[config.mk]
export PLATFORM = sky130hd
export DESIGN_NAME = hypervector_majority_bundle_flat
export DESIGN_NICKNAME = d
export VERILOG_FILES = /design/src/hvmb_pkg.sv /design/src/hvmb_ifs.sv /design/src/hvmb_datapath.sv /design/src/hvmb_ctrl.sv /design/src/hypervector_majority_bundle.sv /design/src/flat_wrapper.sv
export VERILOG_INCLUDE_DIRS = /design/src /design/src/src
export SDC_FILE = /design/constraint.sdc
export NUM_CORES = 2
export LEC_CHECK = 0
export BUFFER_PORTS_ARGS = -buffer_cell sky130_fd_sc_hd__buf_2
export CORE_MARGIN = 10
export CORE_UTILIZATION = 50
export CTS_CLUSTER_DIAMETER = 30
export CTS_CLUSTER_SIZE = 16
export DETAILED_ROUTE_END_ITERATION = 8
export GPL_ROUTABILITY_DRIVEN = 0
export HOLD_SLACK_MARGIN = 0.1
export PLACE_DENSITY = 0.62
export SLEW_MARGIN = 25
export SYNTH_ARGS = -nofsm -noshare
export SYNTH_HDL_FRONTEND = slang
export SYNTH_SLANG_ARGS = --single-unit
[constraint.sdc]
create_clock -name clock -period 27.4 [get_ports clock]
set_input_delay 2.74 -clock clock [delete_from_list [all_inputs] [get_ports clock]]
set_output_delay 2.74 -clock clock [all_outputs]
set_load 0.02 [all_outputs]
[src/assert_macros.svh]
// assertion macros shared by the rtl
`ifndef ASSERT_MACROS_SVH
`define ASSERT_MACROS_SVH

// same-cycle implication, checked on every rising edge outside reset
`define HVMB_ASSERT_IMPLIES(label, clk, rst, pre, post) \
   label: assert property (@(posedge clk) disable iff (rst) (pre) |-> (post)) \
      else $error("hvmb assertion failed");

// next-cycle implication
`define HVMB_ASSERT_NEXT(label, clk, rst, pre, post) \
   label: assert property (@(posedge clk) disable iff (rst) (pre) |=> (post)) \
      else $error("hvmb assertion failed");

`endif

[src/hvmb_pkg.sv]
// types and constants of the hypervector majority bundle
`timescale 1ns / 1ps
package hvmb_pkg;

   localparam int WORD_W      = 64;
   localparam int POSITION_W  = 7;
   localparam int VCOUNT_W    = 5;
   localparam int CSR_INDEX_W = 2;

   // register indexes of the configuration port
   localparam logic [CSR_INDEX_W-1:0] CSR_VECTOR_COUNT = 2'd0;
   localparam logic [CSR_INDEX_W-1:0] CSR_TIE_SEED     = 2'd1;

   // splitmix64 constants
   localparam logic [WORD_W-1:0] GOLDEN_STEP = 64'h9E37_79B9_7F4A_7C15;
   localparam logic [WORD_W-1:0] MIX_ONE     = 64'hBF58_476D_1CE4_E5B9;
   localparam logic [WORD_W-1:0] MIX_TWO     = 64'h94D0_49BB_1331_11EB;
   localparam int SHIFT_ONE   = 30;
   localparam int SHIFT_TWO   = 27;
   localparam int SHIFT_THREE = 31;

   typedef enum logic [1:0] {
      MIX_IDLE,
      MIX_MUL,
      MIX_SHUF,
      MIX_EMIT
   } mix_op_type;

   // partial products of a 64 x 64 low-half multiply
   typedef enum logic [1:0] {
      MUL_LOW,
      MUL_CROSS_A,
      MUL_CROSS_B
   } mul_step_type;

   typedef struct packed {
      logic         word_take;
      mix_op_type   mix_op;
      mul_step_type mul_step;
      logic         mul_second;
   } hvmb_cmd_type;

   typedef struct packed {
      logic last;
      logic out_free;
   } hvmb_sts_type;

endpackage

[src/hvmb_ifs.sv]
// handshake channels of the hypervector majority bundle
`timescale 1ns / 1ps

interface hvmb_req_if import hvmb_pkg::*; ();
   logic              valid;
   logic              ready;
   logic [WORD_W-1:0] vector_word;
   logic              start_of_bundle;

   modport source (output valid, output vector_word, output start_of_bundle, input ready);
   modport sink   (input valid, input vector_word, input start_of_bundle, output ready);
endinterface

interface hvmb_rsp_if import hvmb_pkg::*; ();
   logic                  valid;
   logic                  ready;
   logic [WORD_W-1:0]     majority_word;
   logic [POSITION_W-1:0] word_position;

   modport source (output valid, output majority_word, output word_position, input ready);
   modport sink   (input valid, input majority_word, input word_position, output ready);
endinterface

interface hvmb_csr_if import hvmb_pkg::*; ();
   logic                   valid;
   logic                   ready;
   logic [CSR_INDEX_W-1:0] index;
   logic [WORD_W-1:0]      data;

   modport source (output valid, output index, output data, input ready);
   modport sink   (input valid, input index, input data, output ready);
endinterface

[src/hvmb_datapath.sv]
// vote counters, tie generator and output register of the majority bundle
`timescale 1ns / 1ps
module hvmb_datapath import hvmb_pkg::*; #(
   parameter int HV_WORDS   = 128,
   parameter int MAX_PLANES = 5
) (
   input  logic                   clock,
   input  logic                   reset,
   input  logic [WORD_W-1:0]      vector_word,
   input  logic                   start_of_bundle,
   input  logic                   csr_write,
   input  logic [CSR_INDEX_W-1:0] csr_index,
   input  logic [WORD_W-1:0]      csr_data,
   input  hvmb_cmd_type           cmd,
   output hvmb_sts_type           sts,
   output logic                   rsp_valid,
   input  logic                   rsp_ready,
   output logic [WORD_W-1:0]      majority_word,
   output logic [POSITION_W-1:0]  word_position
);

   localparam int POS_W = (HV_WORDS > 1) ? $clog2(HV_WORDS) : 1;
   localparam logic [MAX_PLANES-1:0] CAP = '1;
   localparam logic [POS_W-1:0] POS_LAST = POS_W'(HV_WORDS - 1);

   logic [VCOUNT_W-1:0]   vcount_ff;
   logic [WORD_W-1:0]     seed_ff;
   logic [MAX_PLANES-1:0] count_ff [WORD_W];
   logic [MAX_PLANES-1:0] count_sum [WORD_W];
   logic [MAX_PLANES-1:0] arrivals_ff;
   logic [MAX_PLANES-1:0] arrivals_in;
   logic [POS_W-1:0]      pos_ff;
   logic [WORD_W-1:0]     gen_ff;
   logic [WORD_W-1:0]     gen_base;
   logic [WORD_W-1:0]     gen_in;
   logic [WORD_W-1:0]     op_ff;
   logic [WORD_W-1:0]     acc_ff;
   logic [WORD_W-1:0]     rsp_word_ff;
   logic [POSITION_W-1:0] rsp_pos_ff;
   logic                  rsp_valid_ff;

   logic [MAX_PLANES-1:0] eff_n;
   logic [MAX_PLANES-1:0] half;
   logic                  even;
   logic [WORD_W-1:0]     tie;
   logic [WORD_W-1:0]     result;
   logic [WORD_W-1:0]     konst;
   logic [31:0]           mul_a;
   logic [31:0]           mul_b;
   logic [WORD_W-1:0]     mul_prod;

   // vector count of zero acts as one, and is capped by the counter planes
   always_comb begin
      if (vcount_ff == '0) begin
         eff_n = MAX_PLANES'(1);
      end else if (32'(vcount_ff) > 32'(CAP)) begin
         eff_n = CAP;
      end else begin
         eff_n = MAX_PLANES'(vcount_ff);
      end
   end

   assign half = eff_n >> 1;
   assign even = ~eff_n[0];

   // per-bit add of the incoming word
   always_comb begin
      for (int b = 0; b < WORD_W; b++) begin
         count_sum[b] = (start_of_bundle ? '0 : count_ff[b]) + MAX_PLANES'(vector_word[b]);
      end
   end

   assign arrivals_in = (start_of_bundle ? '0 : arrivals_ff) + MAX_PLANES'(1);
   assign gen_base    = start_of_bundle ? seed_ff : gen_ff;
   assign gen_in      = gen_base + GOLDEN_STEP;

   // one 32 x 32 partial product a cycle
   assign konst    = cmd.mul_second ? MIX_TWO : MIX_ONE;
   assign mul_a    = (cmd.mul_step == MUL_CROSS_A) ? op_ff[63:32] : op_ff[31:0];
   assign mul_b    = (cmd.mul_step == MUL_CROSS_B) ? konst[63:32] : konst[31:0];
   assign mul_prod = mul_a * mul_b;

   assign tie = acc_ff ^ (acc_ff >> SHIFT_THREE);

   always_comb begin
      for (int b = 0; b < WORD_W; b++) begin
         if (count_ff[b] > half) begin
            result[b] = 1'b1;
         end else if (even && (count_ff[b] == half)) begin
            result[b] = tie[b];
         end else begin
            result[b] = 1'b0;
         end
      end
   end

   assign sts.last     = (arrivals_in >= eff_n);
   assign sts.out_free = !rsp_valid_ff || rsp_ready;

   always_ff @(posedge clock) begin
      if (reset) begin
         vcount_ff    <= VCOUNT_W'(1);
         seed_ff      <= '0;
         arrivals_ff  <= '0;
         pos_ff       <= '0;
         gen_ff       <= '0;
         rsp_valid_ff <= 1'b0;
         for (int b = 0; b < WORD_W; b++) begin
            count_ff[b] <= '0;
         end
      end else begin
         if (csr_write) begin
            unique case (csr_index)
               CSR_VECTOR_COUNT: vcount_ff <= csr_data[VCOUNT_W-1:0];
               CSR_TIE_SEED:     seed_ff   <= csr_data;
               default:          ;
            endcase
         end

         if (rsp_ready && (cmd.mix_op != MIX_EMIT)) begin
            rsp_valid_ff <= 1'b0;
         end

         if (cmd.word_take) begin
            for (int b = 0; b < WORD_W; b++) begin
               count_ff[b] <= count_sum[b];
            end
            if (start_of_bundle) begin
               pos_ff <= '0;
            end
            if (sts.last) begin
               arrivals_ff <= '0;
               gen_ff      <= gen_in;
               op_ff       <= gen_in ^ (gen_in >> SHIFT_ONE);
            end else begin
               arrivals_ff <= arrivals_in;
               gen_ff      <= gen_base;
            end
         end

         unique case (cmd.mix_op)
            MIX_MUL: begin
               if (cmd.mul_step == MUL_LOW) begin
                  acc_ff <= mul_prod;
               end else begin
                  acc_ff[63:32] <= acc_ff[63:32] + mul_prod[31:0];
               end
            end
            MIX_SHUF: begin
               op_ff <= acc_ff ^ (acc_ff >> SHIFT_TWO);
            end
            MIX_EMIT: begin
               rsp_word_ff  <= result;
               rsp_pos_ff   <= POSITION_W'(pos_ff);
               rsp_valid_ff <= 1'b1;
               pos_ff       <= (pos_ff == POS_LAST) ? '0 : pos_ff + POS_W'(1);
               for (int b = 0; b < WORD_W; b++) begin
                  count_ff[b] <= '0;
               end
            end
            MIX_IDLE: ;
         endcase
      end
   end

   assign rsp_valid     = rsp_valid_ff;
   assign majority_word = rsp_word_ff;
   assign word_position = rsp_pos_ff;

endmodule

[src/hvmb_ctrl.sv]
// sequencer of the majority bundle: word intake, tie mix and result hand-off
`timescale 1ns / 1ps
module hvmb_ctrl import hvmb_pkg::*; (
   input  logic         clock,
   input  logic         reset,
   input  logic         req_valid,
   output logic         req_ready,
   input  hvmb_sts_type sts,
   output hvmb_cmd_type cmd
);

   typedef enum logic [2:0] {
      ST_IDLE,
      ST_MIX_ONE,
      ST_SHUFFLE,
      ST_MIX_TWO,
      ST_EMIT
   } ctrl_state_type;

   ctrl_state_type state_ff;
   ctrl_state_type state_in;
   mul_step_type   step_ff;
   mul_step_type   step_in;
   mul_step_type   step_next;
   logic           ready_ff;
   logic           ready_in;

   always_comb begin
      unique case (step_ff)
         MUL_LOW:     step_next = MUL_CROSS_A;
         MUL_CROSS_A: step_next = MUL_CROSS_B;
         default:     step_next = MUL_LOW;
      endcase
   end

   always_comb begin
      state_in       = state_ff;
      step_in        = step_ff;
      ready_in       = ready_ff;
      cmd.word_take  = 1'b0;
      cmd.mix_op     = MIX_IDLE;
      cmd.mul_step   = step_ff;
      cmd.mul_second = 1'b0;
      unique case (state_ff)
         ST_IDLE: begin
            cmd.word_take = req_valid && ready_ff;
            if (cmd.word_take && sts.last) begin
               state_in = ST_MIX_ONE;
               step_in  = MUL_LOW;
               ready_in = 1'b0;
            end
         end
         ST_MIX_ONE: begin
            cmd.mix_op = MIX_MUL;
            step_in    = step_next;
            if (step_ff == MUL_CROSS_B) begin
               state_in = ST_SHUFFLE;
            end
         end
         ST_SHUFFLE: begin
            cmd.mix_op = MIX_SHUF;
            state_in   = ST_MIX_TWO;
            step_in    = MUL_LOW;
         end
         ST_MIX_TWO: begin
            cmd.mix_op     = MIX_MUL;
            cmd.mul_second = 1'b1;
            step_in        = step_next;
            if (step_ff == MUL_CROSS_B) begin
               state_in = ST_EMIT;
            end
         end
         ST_EMIT: begin
            if (sts.out_free) begin
               cmd.mix_op = MIX_EMIT;
               state_in   = ST_IDLE;
               ready_in   = 1'b1;
            end
         end
         default: begin
            state_in = ST_IDLE;
            ready_in = 1'b1;
         end
      endcase
   end

   always_ff @(posedge clock) begin
      if (reset) begin
         state_ff <= ST_IDLE;
         step_ff  <= MUL_LOW;
         ready_ff <= 1'b1;
      end else begin
         state_ff <= state_in;
         step_ff  <= step_in;
         ready_ff <= ready_in;
      end
   end

   assign req_ready = ready_ff;

endmodule

[src/hypervector_majority_bundle.sv]
// top level of the hypervector majority bundle: bitwise vote over streamed 64-bit words
// a word that does not close a position is taken every cycle; a closing word starts a
// splitmix64 mix on one shared 32 x 32 multiplier, followed by the load of the result
// register; the input is held off from the closing word until that load, and a stalled
// result register holds the load state and so delays both the result and further intake
// synchronous active-high reset clears counters, position, tie state and sets vector_count 1
`timescale 1ns / 1ps
`include "assert_macros.svh"
module hypervector_majority_bundle import hvmb_pkg::*; #(
   parameter int HV_WORDS   = 128,
   parameter int MAX_PLANES = 5
) (
   input logic      clock,
   input logic      reset,
   hvmb_req_if.sink   req_if,
   hvmb_rsp_if.source rsp_if,
   hvmb_csr_if.sink   csr_if
);

   hvmb_cmd_type cmd;
   hvmb_sts_type sts;
   logic         req_ready;
   logic         rsp_valid;
   logic         emitting;

   // config always accepted; to be written only while no word is in flight, unenforced
   assign csr_if.ready = 1'b1;

   // sequencer: holds off the input while the tie word is mixed and the result is parked
   hvmb_ctrl u_ctrl (
      .clock     (clock),
      .reset     (reset),
      .req_valid (req_if.valid),
      .req_ready (req_ready),
      .sts       (sts),
      .cmd       (cmd)
   );

   // counters, tie generator, multiplier and output register
   hvmb_datapath #(
      .HV_WORDS   (HV_WORDS),
      .MAX_PLANES (MAX_PLANES)
   ) u_datapath (
      .clock           (clock),
      .reset           (reset),
      .vector_word     (req_if.vector_word),
      .start_of_bundle (req_if.start_of_bundle),
      .csr_write       (csr_if.valid),
      .csr_index       (csr_if.index),
      .csr_data        (csr_if.data),
      .cmd             (cmd),
      .sts             (sts),
      .rsp_valid       (rsp_valid),
      .rsp_ready       (rsp_if.ready),
      .majority_word   (rsp_if.majority_word),
      .word_position   (rsp_if.word_position)
   );

   assign req_if.ready = req_ready;
   assign rsp_if.valid = rsp_valid;
   assign emitting     = (cmd.mix_op == MIX_EMIT);

   // a closing word stops intake until its result is parked
   `HVMB_ASSERT_NEXT(a_close_blocks_intake, clock, reset, cmd.word_take && sts.last, !req_ready)
   // a result is only loaded into a free output register
   `HVMB_ASSERT_IMPLIES(a_emit_has_room, clock, reset, emitting, !rsp_valid || rsp_if.ready)
   // a loaded result is offered on the next cycle
   `HVMB_ASSERT_NEXT(a_emit_offers_word, clock, reset, emitting, rsp_valid)

endmodule

[src/flat_wrapper.sv]
// flat-port wrapper written by rule: the top's interface ports become plain ports
module hypervector_majority_bundle_flat import hvmb_pkg::*;
#(
   parameter int HV_WORDS   = 128,
   parameter int MAX_PLANES = 5
)
  (clock, reset, req_if_valid, req_if_vector_word, req_if_start_of_bundle, req_if_ready, rsp_if_valid, rsp_if_majority_word, rsp_if_word_position, rsp_if_ready, csr_if_valid, csr_if_index, csr_if_data, csr_if_ready);
  hvmb_req_if req_if_i ();
  hvmb_rsp_if rsp_if_i ();
  hvmb_csr_if csr_if_i ();
  input logic clock;
  input logic reset;
  input wire logic [$bits(req_if_i.valid)-1:0] req_if_valid;
  input wire logic [$bits(req_if_i.vector_word)-1:0] req_if_vector_word;
  input wire logic [$bits(req_if_i.start_of_bundle)-1:0] req_if_start_of_bundle;
  output wire logic [$bits(req_if_i.ready)-1:0] req_if_ready;
  output wire logic [$bits(rsp_if_i.valid)-1:0] rsp_if_valid;
  output wire logic [$bits(rsp_if_i.majority_word)-1:0] rsp_if_majority_word;
  output wire logic [$bits(rsp_if_i.word_position)-1:0] rsp_if_word_position;
  input wire logic [$bits(rsp_if_i.ready)-1:0] rsp_if_ready;
  input wire logic [$bits(csr_if_i.valid)-1:0] csr_if_valid;
  input wire logic [$bits(csr_if_i.index)-1:0] csr_if_index;
  input wire logic [$bits(csr_if_i.data)-1:0] csr_if_data;
  output wire logic [$bits(csr_if_i.ready)-1:0] csr_if_ready;
  assign req_if_i.valid = req_if_valid;
  assign req_if_i.vector_word = req_if_vector_word;
  assign req_if_i.start_of_bundle = req_if_start_of_bundle;
  assign req_if_ready = req_if_i.ready;
  assign rsp_if_valid = rsp_if_i.valid;
  assign rsp_if_majority_word = rsp_if_i.majority_word;
  assign rsp_if_word_position = rsp_if_i.word_position;
  assign rsp_if_i.ready = rsp_if_ready;
  assign csr_if_i.valid = csr_if_valid;
  assign csr_if_i.index = csr_if_index;
  assign csr_if_i.data = csr_if_data;
  assign csr_if_ready = csr_if_i.ready;
  hypervector_majority_bundle #(.HV_WORDS(HV_WORDS), .MAX_PLANES(MAX_PLANES)) u_core (.clock(clock), .reset(reset), .req_if(req_if_i), .rsp_if(rsp_if_i), .csr_if(csr_if_i));
endmodule
==> results.md <==
Clock network:
- The TritonCTS buffer count is 175.
- The clock tree synthesis step divided the H-tree into 4 levels.
- The clock transition at the registers of the reported paths is 0.05 ns.
- At the later pin of the worst-skew pair, clock insertion delay measures 0.81 ns.
- For this design, the CTS-stage hold fixing added 0 buffers.
- TritonCTS built the clock tree.
- The number of setup buffers added after CTS is 0.
- The tree is rooted in a clkbuf_16.
- The clock sink count is 671.
- The clock passes through at most 3 buffers.
- Post-CTS repair changed the size of 0 cells.

Detailed routing:
- After detailed routing, the average wire length per cell comes to 23.94 um.
- The total number of vias is 57,769.
- After detailed routing, the total wire length is 238,000 um.
- In this run the remaining antenna-violating nets after routing total 0.
- The first-iteration detailed-routing DRC count is 5,010.
- The detailed-routing iteration count for the pre-antenna-repair pass is 6.
- In the routed layout, each cell is associated on average with a via count of 5.811.
- After detailed routing, the number of remaining DRC violations is 0.

STA:
- The count of pins over their slew limit is 0.
- The aggregate negative setup slack is 0 ns.
- The worst-case setup margin in the final layout is 16.13 ns.
- Setup repair after global routing left no endpoint under its margin.
- The final count of negative-setup-slack endpoints is 0.
- The largest clock skew in the final design is 0.06691 ns.
- The final critical-path share of the clock period is 0.4113.
- At the pin with the least slew margin, the transition time is 1.141 ns.
- The number of failing hold endpoints at the final stage is 0.
- Subtracting the final worst setup slack from the clock period gives 11.27 ns.
- In this run the tightest slew margin relative to its limit is 0.2242.
- The highest clock frequency the design can meet is 88.73 MHz.

Final layout:
- The fill cell instance count of the final layout is 12,547.
- The relative area change from synthesis to final layout is 12.65%.
- The sequential cells in the finished layout cover a total of 17,030 sq um.
- The utilization of the core after routing is 0.5689.
- The area of the multi-input gates is 49,640 sq um.
- The fraction of final layout cells with drive strength greater than 1 is 0.08450.
- The total number of nets in the final design is 9,610.

Setup path:
- The worst register-to-register path begins at u_core.u_ctrl.state_ff[0]$_SDFFE_PP0P_.
- The worst setup path is of the reg2reg kind.
- The slowest stage of the critical path belongs to the cell nand2_2.
- The largest driver fanout on the critical path is 26.
- STA classifies the critical path startpoint as a register.
- The worst register-to-register path has a depth of 36.
- Data on the critical path is required at its endpoint by 27.92 ns.
- Across all register-to-register paths, the minimum setup slack is 16.13 ns.
- The worst register-to-register path ends at u_core.u_datapath.acc_ff[61]$_DFFE_PP_.
- Data arrives at the worst endpoint at 11.79 ns.
- The delay of the slowest cell on the worst path is 0.90 ns.
- The kind of end point of the critical path is a register.

Floorplanning:
- 210 I/O pins were placed.
- The floorplan has 138 rows.
- The overall die area is 159,100 sq um.
- The die is 398.8 um wide.
- The initial utilization of the core area, before any placement, comes to 0.5050.
- The floorplan step set the die height to 398.8 um.
- The standard cell core area is 142,100 sq um.

Global route:
- The number of antenna violations at the first check in global routing came to 6.
- The total overflow left after global routing is 0.
- Entering global routing, the biggest net connects 116 pins.
- The via count of the first global-routing pass is 58,638.
- The first global-routing pass estimated 361,200 um of wire.
- Across every metal layer, demand over resource in global routing totals 0.2978.

Worst hold path:
- The end point of the most critical hold path is u_core.u_datapath.count_ff[1][95]$_SDFFE_PP0P_.
- The worst hold path belongs to the class reg2reg.
- The worst hold path was traced through 2 stages.
- The startpoint of the lowest-slack hold path is u_core.u_datapath.count_ff[1][95]$_SDFFE_PP0P_.

Logic synthesis:
- The synthesized design contains 359 enable-type register cells.
- In this run, synthesis produced a sequential element count of 671.
- After synthesis, the netlist uses 94 different library cells.
- Counting every net in the synthesized netlist gives 9,450.
- After technology mapping, the gate count stands at 7,735.
- In the synthesized netlist the dominant register cell turns out to be edfxtp_1.
- The post-synthesis average cell area is 9.277 sq um.
- Of the synthesized area, sequential elements account for 0.2373.
- Of all flip-flops after synthesis, the portion carrying an async set or reset was 0.
- The Yosys step of the flow raised 0 warnings.
- The cell area after technology mapping is 71,760 sq um.

Place:
- The post-place setup slack is 16.48 ns.
- The number of buffer cells added on primary ports is 208.
- After legalization and detailed placement, the total HPWL measured 182,600 um.

Run status:
- The flow ran to the end, and the final reports show no timing, DRC or antenna violations.

Flow run:
- Max-cap violations in this run came to 0.
-- placed cells by master (no fill, tap or decap), drive strengths merged, types with 100 or more instances in the layout --
cell type  Yosys  layout
nand2b       138     138
ha           757     757
and2         149     149
dfxtp        312     312
a31oi        100     100
nor2b        124     124
nand3        198     198
a21oi        571     571
inv         1087    1101
xor2         203     203
clkbuf       230     214
nand2        647     647
edfxtp       359     359
fa           822     822
xnor2        163     163
a21o         200     200
buf           60     273
o21ai        318     318
nor2         551     551
-- Yosys cell counts, types with 11 or more instances --
cell,count,share of area
edfxtp_1,359,0.15
nand2b_1,138,0.012
buf_1,33,0.0017
nor3b_1,16,0.0017
o211ai_1,22,0.0023
nand2_1,647,0.034
a21o_1,200,0.021
or2_2,21,0.0018
o21a_1,17,0.0018
nand3_1,198,0.014
nor4_1,12,0.0010
nor2_1,551,0.029
mux2_2,29,0.0046
mux2i_1,76,0.011
a31oi_1,95,0.0083
o21ai_1,11,0.00077
a211oi_1,20,0.0021
nand4_1,92,0.0080
o21ai_0,307,0.021
ha_1,757,0.13
and3_1,32,0.0028
xor2_1,202,0.025
dfxtp_1,312,0.087
buf_2,21,0.0015
or3_1,89,0.0078
xnor2_1,163,0.020
inv_1,1086,0.057
nor3_1,45,0.0031
a22oi_1,40,0.0042
a21oi_1,568,0.040
nand3b_1,22,0.0023
nor2b_1,124,0.011
o21bai_1,86,0.0090
and2_1,149,0.013
fa_1,822,0.23
o31ai_1,13,0.0014
clkbuf_1,230,0.012
-- cell type report --
type,count,area share
Multi-Input combinational cell,5684,0.6141
Tap cell,1890,0.02925
Clock inverter,115,0.01724
Sequential cell,671,0.2107
Clock buffer,214,0.05876
Timing Repair Buffer,273,0.01912
Inverter,1090,0.05072
Antenna cell,5,0.0001548
-- registers in the layout (all words and copies together), names as in the netlist --
register,count
u_core.u_datapath.count_ff,320
u_core.u_datapath.acc_ff,64
u_core.u_datapath.gen_ff,64
u_core.u_datapath.majority_word,64
u_core.u_datapath.op_ff,64
u_core.u_datapath.seed_ff,64
u_core.u_datapath.pos_ff,7
u_core.u_datapath.word_position,7
u_core.u_datapath.arrivals_ff,5
u_core.u_datapath.vcount_ff,5
u_core.u_ctrl.state_ff,3
u_core.u_ctrl.step_ff,2
u_core.u_ctrl.req_ready,1
u_core.u_datapath.rsp_valid,1
-- cells by family after synthesis --
family,Yosys count,share of synthesized area
flip-flops,671,0.2373
AND/OR/NAND/NOR,2162,0.1443
multiplexers,108,0.01573
adder cells (fa/ha/maj),1579,0.3613
XOR/XNOR,366,0.04478
AO/OA/AOI/OAI,1468,0.1236
buffers and inverters,1380,0.07297
other,1,0.00005226
-- routing by layer --
| metal | share of wire | wire length [um] | track usage | up-vias |
|---|---|---|---|---|
| met5 | 0.00011 | 25 | 0 | - |
| met4 | 0.053 | 12520 | 0.1400 | 4 |
| met3 | 0.096 | 22860 | 0.08126 | 621 |
| met2 | 0.44 | 105800 | 0.4572 | 2611 |
| met1 | 0.41 | 96860 | 0.3892 | 28392 |
| li1 | - | - | - | 26141 |
-- critical path, delay by kind of cell (launching register included) --
family | cells | cell delay, ns
adder cells (fa/ha/maj) | 10 | 4.03
AO/OA/AOI/OAI | 14 | 3.00
AND/OR/NAND/NOR | 5 | 2.62
flip-flops | 1 | 0.45
XOR/XNOR | 2 | 0.44
buffers and inverters | 4 | 0.33
multiplexers | 1 | 0.09
-- worst max-delay path by stage --
stage / from / cells after the start / slack [ns] / to
6_report: u_core.u_ctrl.state_ff[0]$_SDFFE_PP0P_ / 36 / 16.13 / u_core.u_datapath.acc_ff[61]$_DFFE_PP_
5_1_grt: u_core.u_ctrl.state_ff[0]$_SDFFE_PP0P_ / 36 / 15.70 / u_core.u_datapath.acc_ff[61]$_DFFE_PP_
4_1_cts: u_core.u_ctrl.state_ff[0]$_SDFFE_PP0P_ / 36 / 16.42 / u_core.u_datapath.acc_ff[61]$_DFFE_PP_
3_5_place_dp: u_core.u_ctrl.state_ff[0]$_SDFFE_PP0P_ / 36 / 16.48 / u_core.u_datapath.acc_ff[61]$_DFFE_PP_
3_3_place_gp: u_core.u_ctrl.state_ff[0]$_SDFFE_PP0P_ / 36 / 16.27 / u_core.u_datapath.acc_ff[61]$_DFFE_PP_
2_1_floorplan: req_if_start_of_bundle / 20 / 17.32 / u_core.u_datapath.op_ff[0]$_DFFE_PP_
-- stage by stage --
stage               area, sq um  hold slack, ns  cells
detailed placement        74680          0.4465   9608
global placement          74670          0.4381   9608
finish                    80840          0.4502   9942
global route              80820          0.4659   9937
floorplan                 71760          0.4244   7735
CTS                       80820          0.4525   9937
Power is not shown: default switching activity piles up to over one toggle a cycle in this logic, so the estimate is an artifact.
